===== config.mk =====
export PLATFORM = sky130hd
export DESIGN_NAME = core_hotplug_load_policy
export DESIGN_NICKNAME = d
export VERILOG_FILES = /design/src/rtl/chlp_pkg.sv /design/src/rtl/chlp_step_lane.sv /design/src/rtl/chlp_core_lane.sv /design/src/rtl/core_hotplug_load_policy.sv
export SDC_FILE = /design/constraint.sdc
export NUM_CORES = 1
export LEC_CHECK = 0
export BUFFER_PORTS_ARGS = -buffer_cell sky130_fd_sc_hd__buf_2
export CAP_MARGIN = 40
export CORE_MARGIN = 5
export CORE_UTILIZATION = 50
export DETAILED_ROUTE_END_ITERATION = 10
export PLACE_DENSITY = 0.87
export SYNTH_ARGS = -nofsm -noshare
export SYNTH_HDL_FRONTEND = slang
export SYNTH_SLANG_ARGS = --single-unit

===== constraint.sdc =====
create_clock -name clk -period 6.3 [get_ports clk]
set_input_delay 0.63 -clock clk [delete_from_list [all_inputs] [get_ports clk]]
set_output_delay 0.63 -clock clk [all_outputs]
set_load 0.05 [all_outputs]

===== src/rtl/chlp_pkg.sv =====
// shared types, codes and constant tables for the core hot-plug load policy
// no dependencies; imported by every module under rtl
package chlp_pkg;

  // cluster and policy sizing
  localparam int unsigned THREAD_CAP     = 200;
  localparam int unsigned MAX_CORES      = 4;
  localparam int unsigned LOAD_W         = 20;
  localparam int unsigned LOAD_FRAC_BITS = 11;
  localparam int unsigned IDLE_THR_W     = 16;
  localparam int unsigned MASK_W         = 4;
  localparam int unsigned DEMAND_W       = 3;
  localparam int unsigned HOLD_W         = 4;
  localparam int unsigned SHIFT_W        = 2;
  localparam int unsigned NUM_PROFILES   = 6;
  localparam int unsigned NUM_STEPS      = 3;
  localparam int unsigned PROF_W         = 3;
  localparam int unsigned THR_W          = 6;
  localparam int unsigned HYST           = 8;

  // profile codes
  localparam logic [PROF_W-1:0] PROFILE_ECO_FIRST = 3'd3;
  localparam logic [PROF_W-1:0] PROFILE_DISABLE   = 3'd5;

  // command codes
  localparam logic [1:0] CMD_TICK    = 2'd0;
  localparam logic [1:0] CMD_SUSPEND = 2'd1;
  localparam logic [1:0] CMD_RESUME  = 2'd2;

  // register indexes on the configuration port
  localparam logic [1:0] REG_ENABLE        = 2'd0;
  localparam logic [1:0] REG_PROFILE       = 2'd1;
  localparam logic [1:0] REG_IDLE_THRESH   = 2'd2;
  localparam logic [1:0] REG_POSSIBLE      = 2'd3;

  localparam logic [IDLE_THR_W-1:0] IDLE_THR_RESET = 16'd500;
  localparam logic [2:0]            POSSIBLE_RESET = 3'd4;

  // persistence loads, in sample periods
  localparam int unsigned SAMPLE_MS = 268;
  localparam logic [HOLD_W-1:0] HOLD_DUAL = HOLD_W'(2500 / SAMPLE_MS);
  localparam logic [HOLD_W-1:0] HOLD_TRI  = HOLD_W'(1700 / SAMPLE_MS);
  localparam logic [HOLD_W-1:0] HOLD_QUAD = HOLD_W'(1000 / SAMPLE_MS);
  localparam logic [HOLD_W-1:0] HOLD_BUSY = HOLD_W'(3500 / SAMPLE_MS);

  localparam int unsigned THR_DIV = 100000;

  // per-profile step thresholds, whole runnable tasks before hysteresis
  localparam logic [THR_W-1:0] STEP_THR [NUM_PROFILES][NUM_STEPS] = '{
    '{THR_W'(THREAD_CAP * 625 * 4 / THR_DIV), THR_W'(THREAD_CAP * 875 * 4 / THR_DIV),
      THR_W'(THREAD_CAP * 1125 * 4 / THR_DIV)},
    '{THR_W'(THREAD_CAP * 380 * 4 / THR_DIV), THR_W'(THREAD_CAP * 625 * 4 / THR_DIV),
      THR_W'(THREAD_CAP * 875 * 4 / THR_DIV)},
    '{THR_W'(THREAD_CAP * 875 * 4 / THR_DIV), THR_W'(THREAD_CAP * 1625 * 4 / THR_DIV),
      THR_W'(THREAD_CAP * 2125 * 4 / THR_DIV)},
    '{THR_W'(THREAD_CAP * 380 * 4 / THR_DIV), THR_W'(0), THR_W'(0)},
    '{THR_W'(THREAD_CAP * 750 * 4 / THR_DIV), THR_W'(0), THR_W'(0)},
    '{THR_W'(0), THR_W'(0), THR_W'(0)}
  };

  // input word
  typedef struct packed {
    logic [1:0]        command;
    logic [LOAD_W-1:0] system_load;
    logic [MASK_W-1:0] online_mask;
    logic [LOAD_W-1:0] core1_load;
    logic [LOAD_W-1:0] core2_load;
    logic [LOAD_W-1:0] core3_load;
  } sample_t;

  // result word
  typedef struct packed {
    logic [MASK_W-1:0]   bring_up_mask;
    logic [MASK_W-1:0]   take_down_mask;
    logic [DEMAND_W-1:0] core_demand;
    logic [HOLD_W-1:0]   hold_remaining;
  } decision_t;

  // control shared by the threshold lanes
  typedef struct packed {
    logic [DEMAND_W-1:0] last_demand;
    logic [SHIFT_W-1:0]  shift;
  } eval_ctrl_t;

endpackage


===== src/rtl/chlp_step_lane.sv =====
// one threshold step lane: tests the system load against one demand step
// depends on chlp_pkg
module chlp_step_lane (
  input  logic [chlp_pkg::LOAD_W-1:0]   load,
  input  logic [chlp_pkg::THR_W-1:0]    thr,
  input  logic [chlp_pkg::DEMAND_W-1:0] step_num,
  input  chlp_pkg::eval_ctrl_t          ctrl,
  output logic                          hit
);
  import chlp_pkg::*;

  logic [THR_W:0]  thr_hyst;
  logic [LOAD_W-1:0] limit;

  // hysteresis when the last demand sits at or below this step
  assign thr_hyst = {1'b0, thr} + ((ctrl.last_demand <= step_num) ? (THR_W+1)'(HYST)
                                                                   : '0);

  // scale to 11 fraction bits, less the profile shift
  assign limit = LOAD_W'({thr_hyst, {LOAD_FRAC_BITS{1'b0}}}) >> ctrl.shift;

  assign hit = (load <= limit);

endmodule


===== src/rtl/chlp_core_lane.sv =====
// one per-core idle lane: flags an online core whose load is below the idle threshold
// depends on chlp_pkg
module chlp_core_lane (
  input  logic                            online,
  input  logic [chlp_pkg::LOAD_W-1:0]     load,
  input  logic [chlp_pkg::IDLE_THR_W-1:0] idle_thr,
  output logic                            idle
);
  import chlp_pkg::*;

  assign idle = online && (load < LOAD_W'(idle_thr));

endmodule


===== src/rtl/core_hotplug_load_policy.sv =====
// top level of the core hot-plug load policy: config registers, lanes, merge, output register
// depends on chlp_pkg, chlp_step_lane, chlp_core_lane

// One sample word is taken every clock cycle unless sample_stall is high; its decision
// word appears on the output register in the next cycle. Threshold steps and per-core
// idle tests run in parallel lanes and are merged in the same cycle, so the demand and
// persistence state updated by one word is ready for the next one. While the output
// register holds an untaken word, sample_stall follows decision_stall. With enable
// clear, words are accepted and give no decision. There is no clearing pass after reset.
module core_hotplug_load_policy (
  input  logic                clk,
  input  logic                rst,
  // sample channel
  input  logic                sample_valid,
  output logic                sample_stall,
  input  chlp_pkg::sample_t   sample,
  // decision channel
  output logic                decision_valid,
  input  logic                decision_stall,
  output chlp_pkg::decision_t decision,
  // configuration port
  input  logic                psel,
  input  logic                penable,
  input  logic                pwrite,
  input  logic [3:0]          paddr,
  input  logic [31:0]         pwdata,
  output logic [31:0]         prdata,
  output logic                pready
);
  import chlp_pkg::*;

  logic                  enable;
  logic [PROF_W-1:0]     profile;
  logic [IDLE_THR_W-1:0] core_idle_threshold;
  logic [2:0]            possible_cores;

  logic [DEMAND_W-1:0]   last_demand, last_demand_next;
  logic [HOLD_W-1:0]     hold_count, hold_count_next;
  logic                  asleep, asleep_next;

  logic                  accept;
  logic                  cfg_write;
  logic [1:0]            cfg_index;

  logic [PROF_W-1:0]     prof;
  logic [2:0]            cores;
  logic                  eco;
  logic [DEMAND_W-1:0]   table_size;
  eval_ctrl_t            ctrl;
  logic [MASK_W-1:0]     present_mask;
  logic [MASK_W-1:0]     online;
  logic [2:0]            ncpu;

  logic [NUM_STEPS-1:0]  step_hit;
  logic [LOAD_W-1:0]     core_load [1:MASK_W-1];
  logic [MASK_W-1:0]     idle_mask;

  logic [DEMAND_W-1:0]   demand;
  logic [HOLD_W-1:0]     hold_dec;
  decision_t             result;

  // configuration port
  assign pready    = 1'b1;
  assign cfg_index = paddr[3:2];
  assign cfg_write = psel && penable && pwrite;

  always_ff @(posedge clk) begin
    if (rst) begin
      enable              <= 1'b0;
      profile             <= '0;
      core_idle_threshold <= IDLE_THR_RESET;
      possible_cores      <= POSSIBLE_RESET;
    end else if (cfg_write) begin
      case (cfg_index)
        REG_ENABLE:      enable              <= pwdata[0];
        REG_PROFILE:     profile             <= pwdata[PROF_W-1:0];
        REG_IDLE_THRESH: core_idle_threshold <= pwdata[IDLE_THR_W-1:0];
        REG_POSSIBLE:    possible_cores      <= pwdata[2:0];
        default:         ;
      endcase
    end
  end

  always_comb begin
    case (cfg_index)
      REG_ENABLE:      prdata = {31'b0, enable};
      REG_PROFILE:     prdata = {{(32-PROF_W){1'b0}}, profile};
      REG_IDLE_THRESH: prdata = {{(32-IDLE_THR_W){1'b0}}, core_idle_threshold};
      REG_POSSIBLE:    prdata = {29'b0, possible_cores};
      default:         prdata = '0;
    endcase
  end

  // clamped profile and core count, table length and load shift
  always_comb begin
    prof = (profile > PROFILE_DISABLE) ? PROFILE_DISABLE : profile;
    if (possible_cores == 3'd0) begin
      cores = 3'd1;
    end else if (possible_cores > 3'(MAX_CORES)) begin
      cores = 3'(MAX_CORES);
    end else begin
      cores = possible_cores;
    end
    eco        = (prof >= PROFILE_ECO_FIRST);
    table_size = (cores > 3'd2 && !eco) ? 3'd4 : 3'd2;
    ctrl.last_demand = last_demand;
    ctrl.shift       = eco ? 2'd1 : SHIFT_W'(cores - 3'd1);
    present_mask     = MASK_W'((5'd1 << cores) - 5'd1);
    online           = sample.online_mask & present_mask;
    ncpu             = 3'($countones(online));
  end

  // threshold step lanes
  for (genvar n = 0; n < NUM_STEPS; n++) begin : g_step
    chlp_step_lane u_step (
      .load     (sample.system_load),
      .thr      (STEP_THR[prof][n]),
      .step_num (DEMAND_W'(n + 1)),
      .ctrl     (ctrl),
      .hit      (step_hit[n])
    );
  end

  // per-core idle lanes
  assign core_load[1] = sample.core1_load;
  assign core_load[2] = sample.core2_load;
  assign core_load[3] = sample.core3_load;
  assign idle_mask[0] = 1'b0;

  for (genvar c = 1; c < MASK_W; c++) begin : g_core
    chlp_core_lane u_core (
      .online   (online[c]),
      .load     (core_load[c]),
      .idle_thr (core_idle_threshold),
      .idle     (idle_mask[c])
    );
  end

  // merge: first step that holds the load gives the demand
  always_comb begin
    demand = table_size;
    for (int n = NUM_STEPS - 1; n >= 0; n--) begin
      if ((DEMAND_W'(n + 1) < table_size) && step_hit[n]) begin
        demand = DEMAND_W'(n + 1);
      end
    end
  end

  assign hold_dec = (hold_count != '0) ? hold_count - HOLD_W'(1) : '0;

  // decision and next state
  always_comb begin
    last_demand_next      = last_demand;
    hold_count_next       = hold_count;
    asleep_next           = asleep;
    result.bring_up_mask  = '0;
    result.take_down_mask = '0;
    result.core_demand    = '0;
    if (sample.command == CMD_TICK && !asleep) begin
      last_demand_next   = demand;
      result.core_demand = demand;
      hold_count_next    = hold_dec;
      case (demand)
        3'd1: begin
          if (hold_dec == '0) begin
            result.take_down_mask = idle_mask;
          end
        end
        3'd2: begin
          if (hold_dec == '0) begin
            hold_count_next = HOLD_DUAL;
          end
          if (ncpu < 3'd2) begin
            result.bring_up_mask = 4'b0010;
          end else begin
            result.take_down_mask = idle_mask & 4'b1100;
          end
        end
        3'd3: begin
          if (hold_dec == '0) begin
            hold_count_next = HOLD_TRI;
          end
          if (ncpu < 3'd3) begin
            result.bring_up_mask = 4'b0010;
          end else begin
            result.take_down_mask = idle_mask & 4'b1000;
          end
        end
        default: begin
          if (hold_dec == '0) begin
            hold_count_next = HOLD_QUAD;
          end
          if (ncpu < 3'd4) begin
            result.bring_up_mask = 4'b0010;
          end
        end
      endcase
    end else if (sample.command == CMD_SUSPEND) begin
      asleep_next           = 1'b1;
      result.take_down_mask = online & 4'b1110;
    end else if (sample.command == CMD_RESUME) begin
      hold_count_next      = HOLD_BUSY;
      asleep_next          = 1'b0;
      result.bring_up_mask = 4'b0010;
    end
    result.hold_remaining = hold_count_next;
  end

  // handshake: a new word enters whenever the output register is free or draining
  assign sample_stall = decision_valid && decision_stall;
  assign accept       = sample_valid && !sample_stall;

  always_ff @(posedge clk) begin
    if (rst) begin
      last_demand    <= '0;
      hold_count     <= '0;
      asleep         <= 1'b0;
      decision_valid <= 1'b0;
    end else begin
      if (accept && enable) begin
        last_demand    <= last_demand_next;
        hold_count     <= hold_count_next;
        asleep         <= asleep_next;
        decision_valid <= 1'b1;
      end else if (!decision_stall) begin
        decision_valid <= 1'b0;
      end
    end
  end

  // output word register
  always_ff @(posedge clk) begin
    if (accept && enable) begin
      decision <= result;
    end
  end

endmodule


======== Word level (Yosys, flattened, before mapping) ========
Memories as Yosys holds them, arrays and structs flattened.
Cells that the tools add are included.
storage, ports and cells
  logic and storage cells ................. 124
  bits in registers ....................... 47
  bits in latches ......................... 0
  memories ................................ 1
  ROM bits ................................ 144
  RAM bits ................................ 0
  output and inout bits ................... 50
memory list
  name             depth  width  read ports  clocked after Yosys merged registers in  wr ports  line                             source
  (no name shown)  8      18     1           0                                        0         core_hotplug_load_policy.sv:117  .thr (STEP_THR[prof][n]),
cells by class
  eq/ne operators ......................... 9
  multiplexer cells ....................... 38
  divide/modulo/power cells ............... 0
  reduce and logical (&&, ||, !) cells .... 28
  order comparisons ....................... 20
  multiply operators ...................... 0
  bitwise operators ....................... 3
  $add $sub $neg .......................... 9
  shifts and indexed selects .............. 4
operator list
  kind                                                      count
  case mux 32 bit (4 select lines)                          1
  <= comparator 20 bit                                      3
  < comparator 20 x 16 -> 1 bit                             3
  right shift 18 x 2 -> 20 bit                              3
  2-to-1 mux 4 bit                                          14
  2-to-1 mux 18 bit                                         2
  case mux 4 bit (3 select lines)                           3
  adder 6 x 7 -> 7 bit                                      3
  2-to-1 mux 3 bit                                          7
  logical AND 1 bit                                         13
  2-to-1 mux 2 bit                                          6
  AND reduction 2 bit                                       5
  2-to-1 mux 8 bit                                          1
  subtractor 4 x 1 -> 4 bit, second input constant          2
  equality test 2 bit, second input constant                3
  equality test 3 x 2 -> 1 bit, second input constant       2
  greater-than comparator 3 bit, second input constant      2
  <= comparator 3 x 2 -> 1 bit, second input constant       2
  < comparator 2 x 3 -> 1 bit, first input constant         2
  < comparator 3 x 2 -> 1 bit, second input constant        2
  adder 1 x 1 -> 2 bit                                      2
  AND 4 bit                                                 1
  equality test 2 x 1 -> 1 bit, second input constant       2
  greater-or-equal comparator 4 bit, second input constant  1
  other kinds (20)                                          26

======== Depth between registers and ports, before layout ========
  word-level depth ........................ 16
  mapped depth ............................ 18

======== Modules after synthesis ========
From an unflattened synthesis, not the netlist that was laid out.
second synthesis, totals
  cell total of the unflattened synthesis .. 675
  area, all modules ....................... 5416.4 um^2
modules (own cells, without submodules)
  module                    cells each  seq. area each (um^2)  instances  area each (um^2)
  core_hotplug_load_policy  294         970.9                  1          2451.1
  chlp_step_lane            75          0.0                    3          594.3
  chlp_core_lane            52          0.0                    3          394.1

======== Worst setup path before layout ========
OpenSTA, ideal clock, no wires.
  kind .................................... register to register
  from .................................... reg possible_cores[0]
  to ...................................... reg decision[12] (netlist bit), data pin
  required time ........................... 6.043 ns
  slack ................................... 2.281 ns
  library setup time ...................... 0.257 ns
  arrival time ............................ 3.763 ns
  cell stages (with the launch flop) ...... 18
  cells stage by stage .................... dfxtp_1 > inv_1 > a21oi_1 > inv_1 > clkbuf_1 > ha_1 > clkbuf_1 > a21oi_1 > nor2_1 > o211ai_1 > ha_1 > a21o_1 > a21oi_1 > or3b_2 > a2111oi_4 > buf_6 > nor2_1 > a32o_1
RTL lines
  what                      line                             source
  start: declaration        core_hotplug_load_policy.sv:35   logic [2:0] possible_cores;
  start signal: assignment  core_hotplug_load_policy.sv:78   REG_POSSIBLE: possible_cores <= pwdata[2:0];
  end signal: assignment    core_hotplug_load_policy.sv:234  decision <= result;
  end: declaration          core_hotplug_load_policy.sv:20   output chlp_pkg::decision_t decision,

======== Final worst setup path ========
  from .................................... reg possible_cores[0]
  to ...................................... reg decision[1] (netlist bit), data pin
on the way
  word-level cells in the longest chain between the ends .. 14
  elaborated cells on any way between the ends .. 29
ends and longest elaborated chain
  what                                                                                 line                                                              source
  greater-than comparator 3 bit                                                        core_hotplug_load_policy.sv:99                                    end else if (possible_cores > 3'(MAX_CORES)) begin
  2-to-1 mux 3 bit                                                                     core_hotplug_load_policy.sv:99
  2-to-1 mux 3 bit (*)                                                                 core_hotplug_load_policy.sv:97                                    if (possible_cores == 3'd0) begin
  subtractor 2 x 1 -> 2 bit or greater-than comparator 3 x 2 -> 1 bit (tied branches)  core_hotplug_load_policy.sv:107, core_hotplug_load_policy.sv:105
  2-to-1 mux 2 bit or logical AND 1 bit (tied branches)                                core_hotplug_load_policy.sv:107, core_hotplug_load_policy.sv:105
  right shift 18 x 2 -> 20 bit or 2-to-1 mux 3 bit (tied branches)                     chlp_step_lane.sv:20, core_hotplug_load_policy.sv:105
  <= comparator 20 bit or < comparator 2 x 3 -> 1 bit (tied branches)                  chlp_step_lane.sv:22, core_hotplug_load_policy.sv:143
  logical AND 1 bit                                                                    core_hotplug_load_policy.sv:143                                   if ((DEMAND_W'(n + 1) < table_size) && step_hit[n]) begin
  2-to-1 mux 3 bit (2 in series)                                                       core_hotplug_load_policy.sv:143
  2-to-1 mux 3 bit (*)                                                                 core_hotplug_load_policy.sv:143
  equality test 3 x 2 -> 1 bit or equality test 3 x 1 -> 1 bit (tied branches)         core_hotplug_load_policy.sv:163                                   case (demand)
  case mux 4 bit (3 select lines) (*)                                                  core_hotplug_load_policy.sv:163
  2-to-1 mux 4 bit (*)                                                                 core_hotplug_load_policy.sv:159                                   if (sample.command == CMD_TICK && !asleep) begin
  named net hold_count_next[1]                                                         core_hotplug_load_policy.sv:38                                    logic [HOLD_W-1:0] hold_count, hold_count_next;
The timed path passes the listed nets; every way through them passes the cells marked *.
A chain may end at the register's enable or synchronous reset.

==> metrics.md <==
| Metric | Value |
|---|---|
| Max Cap Viol | 0 |
| Startpoint Class | register |
| DR DRC count | 0 |
| Sequential share of power | 41.3% |
| Register area | 971 um^2 |
| # hold bufs at CTS | 0 |
| Clock Power Share | 28.6% |
| Clock sinks | 43 |
| Register area share after synthesis | 21.4% |
| 1st-iter DRT viols | 234 |
| R2R Path End | decision[1] |
| Worst skew pair latency | 0.30 ns |
| Final period util | 83.1% |
| Cell taking the most area after synthesis | ha_1 |
| Slowest stage cell, crit path | ha_1 |
| Placed instance count | 796 |
| Initial antenna violation count | 1 |
| Core Region | around 9000 um^2 |
| Critical R2R Launch | possible_cores[0] |
| Number of global-route vias before repair | ~4600 |
| DRT antenna net count | 0 |
| Sw Share | 32.9% |
| Post-Synthesis Cells | 570 |
| Die height | between 100 and 150 um |
| Vias post-DR | 4641 |
| Power per cell area | between 100 and 150 nW/um^2 |
| CP Max Fanout | 24 |
| Layout fillers | 777 |
| Rows | 34 |
| Initial Util | 51.7% |
| DPL Wire Length | 10600 um |
| Maximum vdd drop | ~0.1 mV |
| Max incr delay on CP | 0.85 ns |
| Clock Path Buffers | 2 |
| Layout area overhead | 17.3% |
| Total negative setup slack | 0 ns |
| Worst R2R Setup Slack | 1.06 ns |
| Total CTS buffers | 5 |
| Fin. max-slew vios | 0 |
| Finished Layout Cells | 804 |
| Mapped cell area | 4530 um^2 |
| All-Layer GR Usage | 22.6% |
| Arrival @ worst endpoint | roughly 5.3 ns |
| Total gr overflow | 0 |
| Clock Pin Slew Worst Setup and Hold Paths | approximately 0.08 ns |
| Relative slew slack | ~43% |
| Port-buffer cells | approximately 140 |
| H-tree levels | 2 |
| Final Skew | 0.00828 ns |
| Post-CTS setup buffers | 0 |
| Pin count of the biggest net entering global routing | 34 |
| Root buffer cell | clkbuf_8 |
| Synthesized area per cell | 7.95 um^2 |
| WL final | 12800 um |
| Crit path to | decision[1] |
| Worst-margin pin slew | 0.861 ns |
| Final GP Congestion | 0.928 |
| Area of the multi-input gates | 3270 um^2 |
| Power share of the combinational group | 30.1% |
| Resized cells post-CTS | 0 |
| Dominant synthesized flop cell | dfxtp_1 |
| Minimum clock period | 5.24 ns |
| Ports | 179 |
| Endpoints failing hold | 0 |
| N_diodes | 0 |
| Critical-path cell list | inv_1 -> a21oi_1 -> buf_4 -> inv_1 -> ha_1 -> inv_1 -> a2111oi_0 -> a21oi_1 -> o211ai_1 -> ha_1 -> o21ai_0 -> a21oi_1 -> or3b_2 -> a2111oi_4 -> nor2_1 -> o311ai_1 -> nand2b_1 |
| Layout cells sized above 1 | 23.4% |
| WL/cell | between 15 and 20 um |
| WHS | 0.467 ns |
| HP Start | core_idle_threshold[14] |
| Net switching power | 0.000230 W |
| Internal Power | roughly 0.00047 W |
| Most area-consuming cells after synthesis | ha_1 22%, dfxtp_1 14%, edfxtp_1 7.3% |
| Post-synthesis async set-or-reset flop share | 0% |
| Worst R2R Path Depth | 17 |
| CTS tree | yes |
| Vias per inst | 5.77 |
| Worst Setup SP | possible_cores[0] |
| Synth cell types | between 60 and 70 |
| Pleak | 2.48 nW |
| First-pass GRT wire length | 21200 um |
| Seq cells post-synth | 43 |
| Status | finished, final reports clean |
| Synth top area share | approximately 22% |
| Fmax | between 150 and 200 MHz |
| CP Capture Type | register |
| Warnings, synthesis | 0 |
| RSZ-0062 raised after global routing | false |
| First drt pass iteration count | 6 |
| Crit Path Class | reg2reg |
| NumNets Final | 906 |
| Die Area | roughly 11000 um^2 |
| Worst EP required | 6.35 ns |
| Post-synth EDFFs | 11 |
| Final setup viols | 0 |
| Die W | 105 um |
| Min-Delay Path Class | reg2reg |
-- power by group through the flow --
stage / Combinational [W] / Sequential, W / Clock, W
2_1_floorplan: 0.000148 / 0.000294 / 0
3_3_place_gp: 0.000198 / 0.000295 / 0
3_5_place_dp: 0.000208 / 0.000295 / 0
4_1_cts: 0.000209 / 0.000289 / 0.000204
5_1_grt: 0.000234 / 0.000289 / 0.000216
6_report: 0.000210 / 0.000289 / 0.000200
-- synth_stat cells, types with 4 or more instances --
cell	number
nor2_1	47
inv_1	30
dfxtp_1	32
nor3_1	11
nor3b_1	4
o31ai_1	5
or4_1	4
a21oi_1	47
o21ai_0	30
o211ai_1	5
a211o_1	9
clkbuf_1	20
a211oi_1	5
edfxtp_1	11
o21a_1	4
ha_1	81
nor2b_1	11
a21o_1	14
nand2_1	58
nand3_1	18
nand2b_1	8
a31oi_1	5
buf_4	21
and2_1	15
nor4_1	6
nand4_1	10
-- worst max-delay path, delay by kind of cell (launching register included) --
kind | cells | cell delay [ns]
DFF | 1 | 0.37
buffers and inverters | 4 | 0.70
adders and majority gates | 2 | 1.13
and+or+nand+nor | 3 | 0.66
AOI/OAI and AO/OA | 8 | 2.12
-- worst min path at each step --
stage / depth (start not counted) / slack (ns) / end
2_1_floorplan: 2 / 0.44 / asleep
3_3_place_gp: 2 / 0.45 / asleep
3_5_place_dp: 2 / 0.46 / core_idle_threshold[14]
4_1_cts: 2 / 0.47 / core_idle_threshold[14]
5_1_grt: 2 / 0.49 / core_idle_threshold[14]
6_report: 2 / 0.47 / core_idle_threshold[14]
-- state kept, by name, indices dropped and copies added, names as in the netlist --
signal               cells
asleep                   1
core_idle_threshold     16
decision                11
decision_valid           1
enable                   1
hold_count               4
last_demand              3
possible_cores           3
profile                  3
-- placed cells by master, fill, tap and decap left out, drive strengths merged, types with 8 or more instances in the layout --
cell type,count
a21oi,48
nand2b,8
ha,81
nand2,58
edfxtp,11
o21ai,32
nor2,47
nand4,10
inv,31
conb,21
nor2b,11
dfxtp,32
and2,15
clkbuf,8
buf,142
a21o,14
nand3,18
a211o,9
nor3,11
-- per-layer routing --
layer	global-route usage, %	share of wire, %
met1	27.2	40
met3	4.38	7.1
met2	39.9	50
met4	7.49	2.4
met5	0	0.10
-- per-stage QoR --
step | util (%) | area [um^2] | setup WS (ns) | power (W)
floorplan | - | 4600 | 2.28 | 0.000443
global placement | 59.4 | 5200 | 1.27 | 0.000493
detailed placement | 59.5 | 5210 | 1.18 | 0.000503
CTS | 60.6 | 5310 | 1.11 | 0.000702
global route | 60.6 | 5310 | 0.447 | 0.000739
finish | 60.6 | 5310 | 1.06 | 0.000699
-- layout make-up --
type	instances	share of cell area [%]
repair buffers	142	13.5
multi-input cells	472	61.6
flip-flops and latches	43	18.3
inverters	31	2.19
clock buffers	8	1.91
well taps	108	2.54
-- logic make-up after synthesis --
| kind of cell | count (synthesis) | share of synthesized area [%] |
|---|---|---|
| flip-flops | 43 | 21.4 |
| buffers and inverters | 74 | 8.04 |
| AND/OR/NAND/NOR | 205 | 22.7 |
| adder cells (fa/ha/maj) | 83 | 23.0 |
| other | 2 | 0.166 |
| multiplexers | 6 | 1.66 |
| AO/OA/AOI/OAI | 154 | 22.4 |
| XOR/XNOR | 3 | 0.580 |
No activity file was read; power rests on OpenSTA's default activity.
